[config.mk]
export PLATFORM = sky130hd
export DESIGN_NAME = external_clock_tempo_tracker_top_flat
export DESIGN_NICKNAME = d
export VERILOG_FILES = /design/src/rtl/core/ectt_pkg.sv /design/src/rtl/core/ectt_in_if.sv /design/src/rtl/core/ectt_out_if.sv /design/src/rtl/core/external_clock_tempo_tracker_top.sv /design/src/rtl/core/ectt_alu.sv /design/src/flat_wrapper.sv
export SDC_FILE = /design/constraint.sdc
export NUM_CORES = 2
export LEC_CHECK = 0
export BUFFER_PORTS_ARGS = -buffer_cell sky130_fd_sc_hd__buf_4
export CAP_MARGIN = 10
export CORE_MARGIN = 2
export CORE_UTILIZATION = 55
export DETAILED_ROUTE_END_ITERATION = 10
export PLACE_DENSITY = 0.73
export SYNTH_ARGS = -nofsm -noshare
export SYNTH_HDL_FRONTEND = slang
export SYNTH_SLANG_ARGS = --single-unit
[constraint.sdc]
create_clock -name clk -period 10.7 [get_ports clk]
set_clock_uncertainty 0.2 [all_clocks]
set_input_delay 0.535 -clock clk [delete_from_list [all_inputs] [get_ports clk]]
set_output_delay 0.535 -clock clk [all_outputs]
set_load 0.01 [all_outputs]
[src/rtl/core/ectt_pkg.sv]
package ectt_pkg;

	// Event codes carried by the request opcode.
	typedef enum logic [1:0] {
		OP_PULSE   = 2'd0,
		OP_POLL    = 2'd1,
		OP_CONSUME = 2'd2
	} op_t;

	// Configuration register indexes.
	typedef enum logic [2:0] {
		CFG_GLITCH  = 3'd0,
		CFG_TIMEOUT = 3'd1,
		CFG_MAX_PND = 3'd2,
		CFG_ALPHA   = 3'd3,
		CFG_PPQ     = 3'd4
	} cfg_idx_t;

	// Sequencer states of the top level.
	typedef enum logic [3:0] {
		ST_IDLE,
		ST_GAP,
		ST_EXEC,
		ST_MUL_WAIT,
		ST_BLEND,
		ST_DVS,
		ST_DIV_GO,
		ST_DIV_WAIT,
		ST_TEMPO,
		ST_TIMEOUT,
		ST_OUT
	} state_t;

	// Operations of the shared arithmetic unit.
	typedef enum logic {
		ALU_MUL = 1'b0,
		ALU_DIV = 1'b1
	} alu_op_t;

	typedef struct packed {
		logic    start;
		alu_op_t op;
	} alu_req_t;

	typedef struct packed {
		logic busy;
		logic done;
	} alu_sts_t;

	localparam int unsigned CFG_IDX_W = 3;
	localparam int unsigned CFG_DATA_W = 32;

	localparam int unsigned ALPHA_W = 17;
	localparam int unsigned MAG_W = 32;
	localparam int unsigned PROD_W = ALPHA_W + MAG_W;
	localparam int unsigned DVS_W = 39;
	localparam int unsigned QUO_W = 34;
	localparam int unsigned ADD_W = 50;
	localparam int unsigned CNT_W = 6;

	localparam logic [CNT_W-1:0] MUL_LAST = CNT_W'(ALPHA_W - 1);
	localparam logic [CNT_W-1:0] DIV_LAST = CNT_W'(QUO_W - 1);

	// Sixty million microseconds times 256.
	localparam logic [QUO_W-1:0] TEMPO_NUM = 34'd15360000000;
	localparam logic [23:0] TEMPO_MAX = 24'hFFFFFF;

	localparam logic [31:0] GLITCH_RST = 32'd1000;
	localparam logic [31:0] TIMEOUT_RST = 32'd2000000;
	localparam logic [7:0] MAX_PND_RST = 8'd8;
	localparam logic [ALPHA_W-1:0] ALPHA_RST = 17'd6554;
	localparam logic [6:0] PPQ_RST = 7'd4;

endpackage

[src/rtl/core/ectt_in_if.sv]
interface ectt_in_if;
	logic        valid;
	logic        ready;
	logic [1:0]  opcode;
	logic [63:0] now_us;

	modport source (output valid, output opcode, output now_us, input ready);
	modport sink (input valid, input opcode, input now_us, output ready);
endinterface

[src/rtl/core/ectt_out_if.sv]
interface ectt_out_if;
	logic        valid;
	logic        ready;
	logic        tick_granted;
	logic        ext_sync;
	logic [31:0] period_us;
	logic [23:0] bpm_q8;
	logic [7:0]  pending_ticks;

	modport source (output valid, output tick_granted, output ext_sync, output period_us,
		output bpm_q8, output pending_ticks, input ready);
	modport sink (input valid, input tick_granted, input ext_sync, input period_us,
		input bpm_q8, input pending_ticks, output ready);
endinterface

[src/rtl/core/external_clock_tempo_tracker_top.sv]
// External clock tempo tracker. Each request carries an opcode (pulse edge,
// poll update or consume tick) and the current microsecond time, and gives
// exactly one result: whether a tick was granted, the sync flag, the smoothed
// period, tempo times 256 and the pending tick count. Requests are handled
// one at a time. Pulse, consume and unused opcodes pass from acceptance
// through the gap, execute and result states; a poll that folds in a new
// interval also waits on the shared iterative unit for the moving-average
// multiply and the tempo division, and a poll with no new interval goes
// through the timeout check. The next request is accepted once the result
// has been written to the output register, even while that result waits to
// be taken. The user must write configuration registers through cfg_we,
// cfg_idx and cfg_wdata only while the block is idle; it is not enforced.
module external_clock_tempo_tracker_top (
	input  logic                                 clk,
	input  logic                                 arst_n,
	ectt_in_if.sink                              in_ch,
	ectt_out_if.source                           out_ch,
	input  logic                                 cfg_we,
	input  logic [ectt_pkg::CFG_IDX_W-1:0]       cfg_idx,
	input  logic [ectt_pkg::CFG_DATA_W-1:0]      cfg_wdata
);

	// Configuration registers.
	logic [31:0]                      glitch_q;
	logic [31:0]                      timeout_q;
	logic [7:0]                       max_pnd_q;
	logic [ectt_pkg::ALPHA_W-1:0]     alpha_q;
	logic [6:0]                       ppq_q;

	// Tracker state.
	logic [63:0]                      last_q;
	logic [31:0]                      cap_q;
	logic                             fresh_q;
	logic [7:0]                       pend_q;
	logic [31:0]                      period_q;
	logic [23:0]                      tempo_q;
	logic                             sync_q;

	// Request and working registers.
	ectt_pkg::state_t                 state_q;
	ectt_pkg::state_t                 state_d;
	logic [1:0]                       op_q;
	logic [63:0]                      now_q;
	logic [63:0]                      gap_q;
	logic                             neg_q;
	logic [ectt_pkg::MAG_W-1:0]       mag_q;
	logic [ectt_pkg::PROD_W-1:0]      prod_q;
	logic [ectt_pkg::DVS_W-1:0]       dvs_q;
	logic                             grant_q;

	// Result register.
	logic                             out_valid_q;
	logic                             out_grant_q;
	logic                             out_sync_q;
	logic [31:0]                      out_period_q;
	logic [23:0]                      out_tempo_q;
	logic [7:0]                       out_pend_q;

	logic                             in_acc;
	logic                             out_free;
	logic                             out_load;
	logic [31:0]                      sample;
	logic [32:0]                      diff;
	logic [32:0]                      step;
	logic [33:0]                      blend_up;
	logic [33:0]                      blend_dn;
	logic                             glitch_hit;
	logic                             seen;
	ectt_pkg::alu_req_t               alu_req;
	ectt_pkg::alu_sts_t               alu_sts;
	logic [ectt_pkg::PROD_W-1:0]      alu_prod;
	logic [ectt_pkg::QUO_W-1:0]       alu_quo;

	ectt_alu u_alu (
		.clk      (clk),
		.arst_n   (arst_n),
		.req      (alu_req),
		.mul_a    (mag_q),
		.mul_b    (alpha_q),
		.div_d    (dvs_q),
		.sts      (alu_sts),
		.product  (alu_prod),
		.quotient (alu_quo)
	);

	// Arithmetic shared by the sequencer states.
	always_comb begin
		sample     = fresh_q ? cap_q : 32'd0;
		diff       = {1'b0, sample} - {1'b0, period_q};
		step       = prod_q[ectt_pkg::PROD_W-1:16];
		blend_up   = {2'b00, period_q} + {1'b0, step};
		blend_dn   = {2'b00, period_q} - {1'b0, step};
		seen       = (last_q != 64'd0);
		glitch_hit = seen && (gap_q < {32'd0, glitch_q});
		in_acc     = in_ch.valid && in_ch.ready;
		out_free   = !out_valid_q || out_ch.ready;
	end

	// Next-state logic.
	always_comb begin
		state_d = state_q;
		case (state_q)
			ectt_pkg::ST_IDLE: begin
				if (in_acc) begin
					state_d = ectt_pkg::ST_GAP;
				end
			end
			ectt_pkg::ST_GAP: state_d = ectt_pkg::ST_EXEC;
			ectt_pkg::ST_EXEC: begin
				if (op_q == ectt_pkg::OP_POLL) begin
					if (sample == 32'd0) begin
						state_d = ectt_pkg::ST_TIMEOUT;
					end else if (period_q == 32'd0) begin
						state_d = ectt_pkg::ST_DVS;
					end else begin
						state_d = ectt_pkg::ST_MUL_WAIT;
					end
				end else begin
					state_d = ectt_pkg::ST_OUT;
				end
			end
			ectt_pkg::ST_MUL_WAIT: begin
				if (alu_sts.done) begin
					state_d = ectt_pkg::ST_BLEND;
				end
			end
			ectt_pkg::ST_BLEND: state_d = ectt_pkg::ST_DVS;
			ectt_pkg::ST_DVS: state_d = ectt_pkg::ST_DIV_GO;
			ectt_pkg::ST_DIV_GO: begin
				state_d = (dvs_q == '0) ? ectt_pkg::ST_TIMEOUT : ectt_pkg::ST_DIV_WAIT;
			end
			ectt_pkg::ST_DIV_WAIT: begin
				if (alu_sts.done) begin
					state_d = ectt_pkg::ST_TEMPO;
				end
			end
			ectt_pkg::ST_TEMPO: state_d = ectt_pkg::ST_TIMEOUT;
			ectt_pkg::ST_TIMEOUT: state_d = ectt_pkg::ST_OUT;
			ectt_pkg::ST_OUT: begin
				if (out_free) begin
					state_d = ectt_pkg::ST_IDLE;
				end
			end
			default: state_d = ectt_pkg::ST_IDLE;
		endcase
	end

	// Sequencer outputs.
	always_comb begin
		in_ch.ready   = (state_q == ectt_pkg::ST_IDLE);
		out_load      = (state_q == ectt_pkg::ST_OUT) && out_free;
		alu_req.start = 1'b0;
		alu_req.op    = ectt_pkg::ALU_MUL;
		case (state_q)
			ectt_pkg::ST_MUL_WAIT: begin
				alu_req.start = !alu_sts.busy && !alu_sts.done;
				alu_req.op    = ectt_pkg::ALU_MUL;
			end
			ectt_pkg::ST_DIV_GO: begin
				alu_req.start = (dvs_q != '0);
				alu_req.op    = ectt_pkg::ALU_DIV;
			end
			default: begin
				alu_req.start = 1'b0;
			end
		endcase
	end

	always_ff @(posedge clk or negedge arst_n) begin
		if (!arst_n) begin
			state_q <= ectt_pkg::ST_IDLE;
		end else begin
			state_q <= state_d;
		end
	end

	// Configuration writes.
	always_ff @(posedge clk or negedge arst_n) begin
		if (!arst_n) begin
			glitch_q  <= ectt_pkg::GLITCH_RST;
			timeout_q <= ectt_pkg::TIMEOUT_RST;
			max_pnd_q <= ectt_pkg::MAX_PND_RST;
			alpha_q   <= ectt_pkg::ALPHA_RST;
			ppq_q     <= ectt_pkg::PPQ_RST;
		end else if (cfg_we) begin
			case (cfg_idx)
				ectt_pkg::CFG_GLITCH:  glitch_q  <= cfg_wdata;
				ectt_pkg::CFG_TIMEOUT: timeout_q <= cfg_wdata;
				ectt_pkg::CFG_MAX_PND: max_pnd_q <= cfg_wdata[7:0];
				ectt_pkg::CFG_ALPHA:   alpha_q   <= cfg_wdata[ectt_pkg::ALPHA_W-1:0];
				ectt_pkg::CFG_PPQ:     ppq_q     <= cfg_wdata[6:0];
				default: ;
			endcase
		end
	end

	// Tracker state updates, chosen by sequencer state.
	always_ff @(posedge clk or negedge arst_n) begin
		if (!arst_n) begin
			last_q   <= '0;
			cap_q    <= '0;
			fresh_q  <= 1'b0;
			pend_q   <= '0;
			period_q <= '0;
			tempo_q  <= '0;
			sync_q   <= 1'b0;
			grant_q  <= 1'b0;
		end else begin
			case (state_q)
				ectt_pkg::ST_IDLE: begin
					grant_q <= 1'b0;
				end
				ectt_pkg::ST_EXEC: begin
					case (op_q)
						ectt_pkg::OP_PULSE: begin
							if (!glitch_hit) begin
								if (seen && (gap_q < {32'd0, timeout_q})) begin
									cap_q   <= gap_q[31:0];
									fresh_q <= 1'b1;
									if (pend_q < max_pnd_q) begin
										pend_q <= pend_q + 8'd1;
									end
								end
								last_q <= now_q;
							end
						end
						ectt_pkg::OP_POLL: begin
							fresh_q <= 1'b0;
							// The first interval seeds the average.
							if ((sample != 32'd0) && (period_q == 32'd0)) begin
								period_q <= sample;
							end
						end
						ectt_pkg::OP_CONSUME: begin
							if (pend_q != 8'd0) begin
								pend_q  <= pend_q - 8'd1;
								grant_q <= 1'b1;
							end
						end
						default: ;
					endcase
				end
				ectt_pkg::ST_BLEND: begin
					// Move towards the sample, clamped to the period range.
					if (neg_q) begin
						period_q <= blend_dn[33] ? 32'd0 : blend_dn[31:0];
					end else begin
						period_q <= (blend_up[33:32] != 2'b00) ? 32'hFFFFFFFF : blend_up[31:0];
					end
				end
				ectt_pkg::ST_DIV_GO: begin
					if (dvs_q == '0) begin
						tempo_q <= ectt_pkg::TEMPO_MAX;
						sync_q  <= 1'b1;
					end
				end
				ectt_pkg::ST_TEMPO: begin
					tempo_q <= (alu_quo[ectt_pkg::QUO_W-1:24] != '0) ? ectt_pkg::TEMPO_MAX
						: alu_quo[23:0];
					sync_q  <= 1'b1;
				end
				ectt_pkg::ST_TIMEOUT: begin
					// Silence on the external clock drops sync.
					if (sync_q && (gap_q > {32'd0, timeout_q})) begin
						sync_q   <= 1'b0;
						period_q <= '0;
						pend_q   <= '0;
						fresh_q  <= 1'b0;
					end
				end
				default: ;
			endcase
		end
	end

	// Working registers without reset.
	always_ff @(posedge clk) begin
		if (in_acc) begin
			op_q  <= in_ch.opcode;
			now_q <= in_ch.now_us;
		end
		if (state_q == ectt_pkg::ST_GAP) begin
			gap_q <= now_q - last_q;
		end
		if (state_q == ectt_pkg::ST_EXEC) begin
			neg_q <= diff[32];
			mag_q <= diff[32] ? (~diff[31:0] + 32'd1) : diff[31:0];
		end
		if ((state_q == ectt_pkg::ST_MUL_WAIT) && alu_sts.done) begin
			prod_q <= alu_prod;
		end
		if (state_q == ectt_pkg::ST_DVS) begin
			dvs_q <= ectt_pkg::DVS_W'(period_q) * ectt_pkg::DVS_W'(ppq_q);
		end
	end

	// Result register.
	always_ff @(posedge clk or negedge arst_n) begin
		if (!arst_n) begin
			out_valid_q <= 1'b0;
		end else if (out_load) begin
			out_valid_q <= 1'b1;
		end else if (out_ch.ready) begin
			out_valid_q <= 1'b0;
		end
	end

	always_ff @(posedge clk) begin
		if (out_load) begin
			out_grant_q  <= grant_q;
			out_sync_q   <= sync_q;
			out_period_q <= period_q;
			out_tempo_q  <= tempo_q;
			out_pend_q   <= pend_q;
		end
	end

	assign out_ch.valid         = out_valid_q;
	assign out_ch.tick_granted  = out_grant_q;
	assign out_ch.ext_sync      = out_sync_q;
	assign out_ch.period_us     = out_period_q;
	assign out_ch.bpm_q8        = out_tempo_q;
	assign out_ch.pending_ticks = out_pend_q;

	// The shared unit is never running while a new request can be taken.
	a_idle_unit: assert property (@(posedge clk) disable iff (!arst_n)
		in_ch.ready |-> !alu_sts.busy)
		else $error("arithmetic unit busy while accepting a request");

	// A completion only arrives while the sequencer waits for one.
	a_done_wait: assert property (@(posedge clk) disable iff (!arst_n)
		alu_sts.done |-> (state_q == ectt_pkg::ST_MUL_WAIT || state_q == ectt_pkg::ST_DIV_WAIT))
		else $error("arithmetic unit finished outside a wait state");

	// Leaving the result state always presents a result.
	a_out_load: assert property (@(posedge clk) disable iff (!arst_n)
		out_load |=> out_ch.valid)
		else $error("result lost after loading");

	// Only one request is in flight: no acceptance while a request is worked on.
	a_one_req: assert property (@(posedge clk) disable iff (!arst_n)
		in_acc |=> !in_ch.ready)
		else $error("request accepted while another is in progress");

endmodule

[src/rtl/core/ectt_alu.sv]
// Shared iterative unit: shift-and-add multiply, one multiplier bit per cycle,
// and restoring division of the tempo constant, one quotient bit per cycle.
// Both use the same wide adder.
module ectt_alu (
	input  logic                              clk,
	input  logic                              arst_n,
	input  ectt_pkg::alu_req_t                req,
	input  logic [ectt_pkg::MAG_W-1:0]        mul_a,
	input  logic [ectt_pkg::ALPHA_W-1:0]      mul_b,
	input  logic [ectt_pkg::DVS_W-1:0]        div_d,
	output ectt_pkg::alu_sts_t                sts,
	output logic [ectt_pkg::PROD_W-1:0]       product,
	output logic [ectt_pkg::QUO_W-1:0]        quotient
);

	logic                              busy_q;
	logic                              done_q;
	ectt_pkg::alu_op_t                 op_q;
	logic [ectt_pkg::CNT_W-1:0]        cnt_q;
	logic [ectt_pkg::PROD_W-1:0]       acc_q;
	logic [ectt_pkg::PROD_W-1:0]       mc_q;
	logic [ectt_pkg::ALPHA_W-1:0]      mp_q;
	logic [ectt_pkg::DVS_W-1:0]        rem_q;
	logic [ectt_pkg::QUO_W-1:0]        num_q;
	logic [ectt_pkg::DVS_W-1:0]        dvs_q;

	logic [ectt_pkg::DVS_W:0]          shifted;
	logic [ectt_pkg::ADD_W-1:0]        add_x;
	logic [ectt_pkg::ADD_W-1:0]        add_y;
	logic                              add_cin;
	logic [ectt_pkg::ADD_W-1:0]        sum;
	logic                              neg;

	// Operand selection for the shared adder.
	always_comb begin
		shifted = {rem_q, num_q[ectt_pkg::QUO_W-1]};
		if (op_q == ectt_pkg::ALU_DIV) begin
			add_x   = ectt_pkg::ADD_W'(shifted);
			add_y   = ~(ectt_pkg::ADD_W'(dvs_q));
			add_cin = 1'b1;
		end else begin
			add_x   = ectt_pkg::ADD_W'(acc_q);
			add_y   = ectt_pkg::ADD_W'(mc_q);
			add_cin = 1'b0;
		end
		sum = add_x + add_y + ectt_pkg::ADD_W'(add_cin);
		neg = sum[ectt_pkg::ADD_W-1];
	end

	// Control: step counter and busy and done flags.
	always_ff @(posedge clk or negedge arst_n) begin
		if (!arst_n) begin
			busy_q <= 1'b0;
			done_q <= 1'b0;
			op_q   <= ectt_pkg::ALU_MUL;
			cnt_q  <= '0;
		end else begin
			done_q <= busy_q && (cnt_q == '0);
			if (req.start && !busy_q) begin
				busy_q <= 1'b1;
				op_q   <= req.op;
				cnt_q  <= (req.op == ectt_pkg::ALU_DIV) ? ectt_pkg::DIV_LAST : ectt_pkg::MUL_LAST;
			end else if (busy_q) begin
				cnt_q <= cnt_q - 1'b1;
				if (cnt_q == '0) begin
					busy_q <= 1'b0;
				end
			end
		end
	end

	// Datapath: load operands on start, then one step per cycle.
	always_ff @(posedge clk) begin
		if (req.start && !busy_q) begin
			acc_q <= '0;
			mc_q  <= ectt_pkg::PROD_W'(mul_a);
			mp_q  <= mul_b;
			rem_q <= '0;
			num_q <= ectt_pkg::TEMPO_NUM;
			dvs_q <= div_d;
		end else if (busy_q) begin
			if (op_q == ectt_pkg::ALU_DIV) begin
				rem_q <= neg ? shifted[ectt_pkg::DVS_W-1:0] : sum[ectt_pkg::DVS_W-1:0];
				num_q <= {num_q[ectt_pkg::QUO_W-2:0], ~neg};
			end else begin
				if (mp_q[0]) begin
					acc_q <= sum[ectt_pkg::PROD_W-1:0];
				end
				mc_q <= {mc_q[ectt_pkg::PROD_W-2:0], 1'b0};
				mp_q <= {1'b0, mp_q[ectt_pkg::ALPHA_W-1:1]};
			end
		end
	end

	assign sts.busy = busy_q;
	assign sts.done = done_q;
	assign product  = acc_q;
	assign quotient = num_q;

endmodule
[src/flat_wrapper.sv]
// flat-port wrapper written by rule: the top's interface ports become plain ports
module external_clock_tempo_tracker_top_flat 
  (clk, arst_n, cfg_we, cfg_idx, cfg_wdata, in_ch_valid, in_ch_opcode, in_ch_now_us, in_ch_ready, out_ch_valid, out_ch_tick_granted, out_ch_ext_sync, out_ch_period_us, out_ch_bpm_q8, out_ch_pending_ticks, out_ch_ready);
  ectt_in_if in_ch_i ();
  ectt_out_if out_ch_i ();
  input  logic clk;
  input  logic arst_n;
  input  logic cfg_we;
  input  logic [ectt_pkg::CFG_IDX_W-1:0] cfg_idx;
  input  logic [ectt_pkg::CFG_DATA_W-1:0] cfg_wdata;
  input wire logic [$bits(in_ch_i.valid)-1:0] in_ch_valid;
  input wire logic [$bits(in_ch_i.opcode)-1:0] in_ch_opcode;
  input wire logic [$bits(in_ch_i.now_us)-1:0] in_ch_now_us;
  output wire logic [$bits(in_ch_i.ready)-1:0] in_ch_ready;
  output wire logic [$bits(out_ch_i.valid)-1:0] out_ch_valid;
  output wire logic [$bits(out_ch_i.tick_granted)-1:0] out_ch_tick_granted;
  output wire logic [$bits(out_ch_i.ext_sync)-1:0] out_ch_ext_sync;
  output wire logic [$bits(out_ch_i.period_us)-1:0] out_ch_period_us;
  output wire logic [$bits(out_ch_i.bpm_q8)-1:0] out_ch_bpm_q8;
  output wire logic [$bits(out_ch_i.pending_ticks)-1:0] out_ch_pending_ticks;
  input wire logic [$bits(out_ch_i.ready)-1:0] out_ch_ready;
  assign in_ch_i.valid = in_ch_valid;
  assign in_ch_i.opcode = in_ch_opcode;
  assign in_ch_i.now_us = in_ch_now_us;
  assign in_ch_ready = in_ch_i.ready;
  assign out_ch_valid = out_ch_i.valid;
  assign out_ch_tick_granted = out_ch_i.tick_granted;
  assign out_ch_ext_sync = out_ch_i.ext_sync;
  assign out_ch_period_us = out_ch_i.period_us;
  assign out_ch_bpm_q8 = out_ch_i.bpm_q8;
  assign out_ch_pending_ticks = out_ch_i.pending_ticks;
  assign out_ch_i.ready = out_ch_ready;
  external_clock_tempo_tracker_top u_core (.clk(clk), .arst_n(arst_n), .in_ch(in_ch_i), .out_ch(out_ch_i), .cfg_we(cfg_we), .cfg_idx(cfg_idx), .cfg_wdata(cfg_wdata));
endmodule
# After elaboration in Yosys (flattened, before gate mapping)
# Index checks and enable logic that the tools add are counted.
dict set report classes {
  n_addsub 10
  multipliers 1
  n_lt_le_gt_ge 4
  eq_ne 33
  n_mux 58
  bitwise_logic 5
  n_reduce_logical 52
}
# operator n
set op_table {}
lappend op_table {{$mux W32} 11}
lappend op_table {{$lt A64 B32 Y1} 2}
lappend op_table {{$pmux W32 S3} 1}
lappend op_table {{$gt A64 B32 Y1} 1}
lappend op_table {{$logic_not A32 Y1} 2}
lappend op_table {{$reduce_bool A64 Y1} 1}
lappend op_table {{$sub A64 B64 Y64} 1}
lappend op_table {{$mux W17} 3}
lappend op_table {{$add A50 B1 Y50} 1}
lappend op_table {{$add A50 B50 Y50} 1}
lappend op_table {{$mux W50} 1}
lappend op_table {{$not A39 Y50} 1}
lappend op_table {{$mux W49} 1}
lappend op_table {{$mux W24} 2}
lappend op_table {{$pmux W24 S2} 1}
lappend op_table {{$pmux W4 S11} 1}
lappend op_table {{$mux W8} 5}
lappend op_table {{$logic_not A39 Y1} 1}
lappend op_table {{$mul A32 B7 Y39} 1}
lappend op_table {{$mux W39} 1}
lappend op_table {{$reduce_bool A39 Y1} 1}
lappend op_table {{$add A32 B33 Y34} 1}
lappend op_table {{$sub A32 B33 Y34} 1}
lappend op_table {{$sub A32 B32 Y33} 1}
lappend op_table {{44 further kinds} 120}
dict set report totals {
  ff_bits 817
  out_inout_bits 68
}

# Depth between registers and ports, before layout
dict set report logic_depth {
  ltp_word 6
  ltp_mapped 22
  ltp_nobuf 21
}

# Hierarchy
# Synthesis repeated with hierarchy kept, for this count alone.
dict set report hier_totals {
  hier_cells 5337
  hier_area_um2 51314.2
}
# module instances cells_each area_per_inst_um2 seq_area_each_um2
set modules_own_cells {}
lappend modules_own_cells {external_clock_tempo_tracker_top 1 3944 38997.4 15672.5}
lappend modules_own_cells {ectt_alu 1 1393 12316.8 5650.4}

# Worst setup path before layout
# Ideal clock, no wire load.
dict set report synth_timing {
  path_type {register to register}
  startpoint {reg u_core.ppq_q[6]}
  endpoint {reg u_core.dvs_q[37] (netlist bit), data pin}
  setup_ps 265
  arrival_ps 5311
  t_required_ps 10235
  slack_ps 4924
  path_stages_with_launch 22
  path_buffers 1
  cell_sequence {dfrtp_1 clkbuf_1 nand2_1 fa_1 fa_1 inv_1 fa_1 inv_1 fa_1 inv_1 ha_1 and3_1 a221oi_1 nor3_1 nor2_1 or4b_2 a21o_1 a31oi_1 o21a_1 o21ai_0 o21ai_0 xor2_1}
}
dict set report synth_via {
  elab_chain_len 1
}
# element line_no
set synth_lines {}
lappend synth_lines {{start, declared} external_clock_tempo_tracker_top.sv:28} ;# logic [6:0] ppq_q;
lappend synth_lines {{start signal, assigned} external_clock_tempo_tracker_top.sv:184} ;# ppq_q <= ectt_pkg::PPQ_RST;
lappend synth_lines {{start signal, assigned} external_clock_tempo_tracker_top.sv:191} ;# ectt_pkg::CFG_PPQ: ppq_q <= cfg_wdata[6:0];
lappend synth_lines {{$mul A32 B7 Y39} external_clock_tempo_tracker_top.sv:293} ;# dvs_q <= ectt_pkg::DVS_W'(period_q) * ectt_pkg::DVS_W'(ppq_q);
lappend synth_lines {{end signal, assigned} external_clock_tempo_tracker_top.sv:293}
lappend synth_lines {{end, declared} external_clock_tempo_tracker_top.sv:48} ;# logic [ectt_pkg::DVS_W-1:0] dvs_q;
# No other way between the ends.
# A chain may end at the register's enable or synchronous reset.

# Worst setup path after layout
dict set report layout_timing {
  startpoint {reg u_core.ppq_q[5]}
  endpoint {reg u_core.dvs_q[38] (netlist bit), data pin}
}
# The elaborated chain is that of the path after synthesis.

==> impl_metrics.py <==
metrics = {
    "run_status": {
        "status": "finished clean",
    },
    "routing": {
        "dr.pass1.iters": 6,
        "met2_length_microns": 66300,
        "wl_met1_microns": 63500,
        "num_vias": 40422,
        "final_antenna_net_count": 0,
        "drtIter0Drc": 3597,
        "routed_wl_microns": 147000,
        "routed.top_layer": "met5",
        "wl_per_cell_microns": 21.6,
        "drcViolationCount": 0,
        "vias_per_cell": 5.92,
        "wl_met3_microns": 9860,
    },
    "placement": {
        "dp.final_hpwl_microns": 107000,
        "routabilityCongestion": 0.988,
        "io_buffers": 173,
    },
    "die": {
        "die_w_microns": 309,
        "fp-row-count": 111,
        "initial_core_util_pct": 55.6,
        "fp.dieH_microns": 309,
        "core_area_sq_um": 91800,
        "dieArea_sq_um": 95200,
        "io_pins": 174,
    },
    "run": {
        "maxCapViolCount": 0,
    },
    "global_routing": {
        "grt_pass1_wl_microns": 227000,
        "grt_pass1_vias": 39408,
        "gr-total-overflow": 0,
        "grt_use_total_pct": 30.9,
        "antenna_found_initial": 8,
        "grt_max_degree": 145,
    },
    "synthesis": {
        "synth_area_sq_um": 51000,
        "yosys.area.top_type_share_pct": 22.9,
        "synthArstFlopShare_pct": 34.1,
        "synth_seq_cells": 801,
        "synth_edf_count": 389,
        "yosys.area.top_type": "edfxtp_1",
        "synth.area.top_cells": "edfxtp_1, dfrtp_1, ha_1, fa_1, dfxtp_1",
        "synth_ff_type": "edfxtp_1",
        "ys_seq_area_share_pct": 41.8,
        "avgSynthCellArea_sq_um": 9.54,
        "syn_inst": 5348,
        "synth.distinct_cells": 88,
        "ys_top_cells_by_count": "nand2_1, a21oi_1, inv_1, edfxtp_1, o21ai_0",
        "synth_most_common_cell": "nand2_1",
        "yosysWarnings": 0,
        "synthesis.nets": 5953,
    },
    "hold_path": {
        "hp-start": "cfg_idx[0]",
        "worstHoldEndpoint": "u_core.max_pnd_q[3]",
        "min_path_type": "in -> reg",
        "min_path_cells": 5,
    },
    "sta": {
        "fmax_ghz": 0.145,
        "period_needed_ps": 6890,
        "hold_viol": 0,
        "slew_violations": 0,
        "fin_setup_tns_ps": 0,
        "post-route-period-util_pct": 64.4,
        "rsz0062_at_grt": "false",
        "tightestPinTransition_ps": 1240,
        "finalSetupViolCount": 0,
        "maxSlewHeadroom_pct": 17.1,
    },
    "critical_path": {
        "critPathMaxFanout": 33,
        "r2r_start": "u_core.ppq_q[5]",
        "critPathCaptureType": "flip-flop",
        "rrSetupSlack_ps": 3810,
        "critPathLaunchType": "flip-flop",
        "crit_arrival_ps": 7120,
        "critPathKind": "reg -> reg",
        "r2r-end": "u_core.dvs_q[38]",
        "r2r_cells": 19,
        "worstPathRequired_ps": 10930,
    },
    "clocking": {
        "clockBufferDepth": 3,
        "path_clk_slew_ps": 70,
        "cts_tree": "built",
        "numCtsBuffers": 87,
        "htree_levels": 3,
        "cts.sinks": 801,
        "cts-resized-gates": 0,
        "clock_latency_ps": 700,
        "clockRootBuffer": "clkbuf_16",
    },
    "pwr": {
        "vdd_ir_drop_max_mv": 0.289,
        "p_per_area_nw_per_um2": 349,
        "power.total_w": 0.0200,
        "p_leak_nw": 24.9,
    },
    "finish": {
        "areaGrowthSynthToFinish_pct": 12.2,
        "drive_above_1_share_pct": 9.72,
        "num-nets-final": 6106,
    },
}
==> stage by stage <==
stage	instances	utilization, %	cell area (sq um)	hold WS, ps	worst slack (ps)
global placement	6553	58.1	53400	232	4070
floorplan	5348	-	51000	39.4	4920
finish	6823	62.4	57300	151	3810
detailed placement	6553	58.1	53400	238	3960
CTS	6817	62.3	57200	97.3	3930
global route	6822	62.4	57300	164	3440
==> metal layers <==
layer	track usage (%)	vias up
li1	-	19031
met1	41.9	19673
met2	48.9	1390
met3	4.84	324
met4	14.5	4
met5	0	-
==> kinds of logic (layout without fill, tap and decap cells) <==
| logic type | count (synthesis) | in the layout | synth area share, % |
|---|---|---|---|
| muxes | 143 | 143 | 3.06 |
| AOI/OAI and AO/OA | 1342 | 1342 | 16.3 |
| adders and majority gates | 499 | 499 | 14.5 |
| other | 0 | 4 | 0 |
| DFF | 801 | 801 | 41.8 |
| xor gates and xnor gates | 228 | 228 | 3.91 |
| buffers and inverters | 683 | 911 | 5.05 |
| and+or+nand+nor | 1652 | 1652 | 15.3 |
==> report_power, final <==
part | switching, W | total (W) | internal (W)
registers | 0.000928 | 0.00561 | 0.00468
logic | 0.00684 | 0.0114 | 0.00451
clock network | 0.00132 | 0.00304 | 0.00172
==> registers in the layout (all words and copies together), names as in the netlist, 32 cells and up <==
signal	cells
u_core.dvs_q	39
u_core.gap_q	64
u_core.now_q	64
u_core.u_alu.product	49
u_core.period_q	32
u_core.mag_q	32
u_core.out_ch.period_us	32
u_core.cap_q	32
u_core.u_alu.mc_q	49
u_core.prod_q	33
u_core.u_alu.rem_q	39
u_core.timeout_q	32
u_core.glitch_q	32
u_core.u_alu.quotient	34
u_core.last_q	64
u_core.u_alu.dvs_q	39
==> critical path, cell delays in order, from the launching register on <==
cell	delay, ps
dfrtp_1	1060
nand2_1	170
fa_1	530
fa_1	540
inv_1	60
fa_1	530
inv_1	50
fa_1	530
inv_1	40
ha_1	350
nand2_1	70
o21ai_0	350
o22ai_1	210
o21ai_0	590
a211oi_1	190
o31ai_1	410
o21ai_0	250
o21ai_0	220
a21oi_1	120
xnor2_1	150
==> cell usage in the layout, fill, tap and decap left out, types with 19 or more instances in the layout <==
cell and count:
nand2_1 708, a21oi_1 431, inv_1 423, edfxtp_1 389
o21ai_0 352, ha_1 343, nor2_1 274, dfrtp_1 250
buf_4 219, and2_1 217, fa_1 156, xnor2_1 154
a21o_1 143, dfxtp_1 139, mux2_2 102, dlygate4sd3_1 100
clkbuf_16 88, xor2_1 74, nand3_1 71, nor4_1 69
nand4_1 56, nor2b_1 56, nor3_1 47, nand2b_1 44
a31oi_1 43, o211ai_1 42, mux2i_1 41, o21a_1 37
o21bai_1 36, a211oi_1 34, o22a_1 28, o31ai_1 26
or2_2 24, and3_1 22, dfstp_2 22, a41oi_1 20
o221ai_1 19
==> how the worst max path moves through the flow <==
stage / from / end / slack (ps) / cells past startpoint
3_5_place_dp: u_core.ppq_q[5] / u_core.dvs_q[38] / 3960 / 19
5_1_grt: u_core.ppq_q[5] / u_core.dvs_q[38] / 3440 / 19
6_report: u_core.ppq_q[5] / u_core.dvs_q[38] / 3810 / 19
2_1_floorplan: u_core.ppq_q[6] / u_core.dvs_q[37] / 4920 / 21
3_3_place_gp: u_core.ppq_q[5] / u_core.dvs_q[38] / 4070 / 19
4_1_cts: u_core.ppq_q[5] / u_core.dvs_q[38] / 3930 / 19
==> layout make-up <==
class / count / area [sq um]
tap: 1243 / 1560
clock buffer: 112 / 2360
timing repair buffer: 322 / 2700
sequential: 801 / 21300
multi-input combinational: 3864 / 27200
clock inverter: 52 / 492
fill: 7570 / 34500
antenna: 4 / 10.0
inverter: 425 / 1600
==> timing repair <==
| action | CTS | global route |
|---|---|---|
| hold buffers | 100 | 0 |
| hold endpoints to repair | 223 | 0 |
| buffers inserted | 0 | 0 |
No activity file was read; power rests on OpenSTA's default activity.
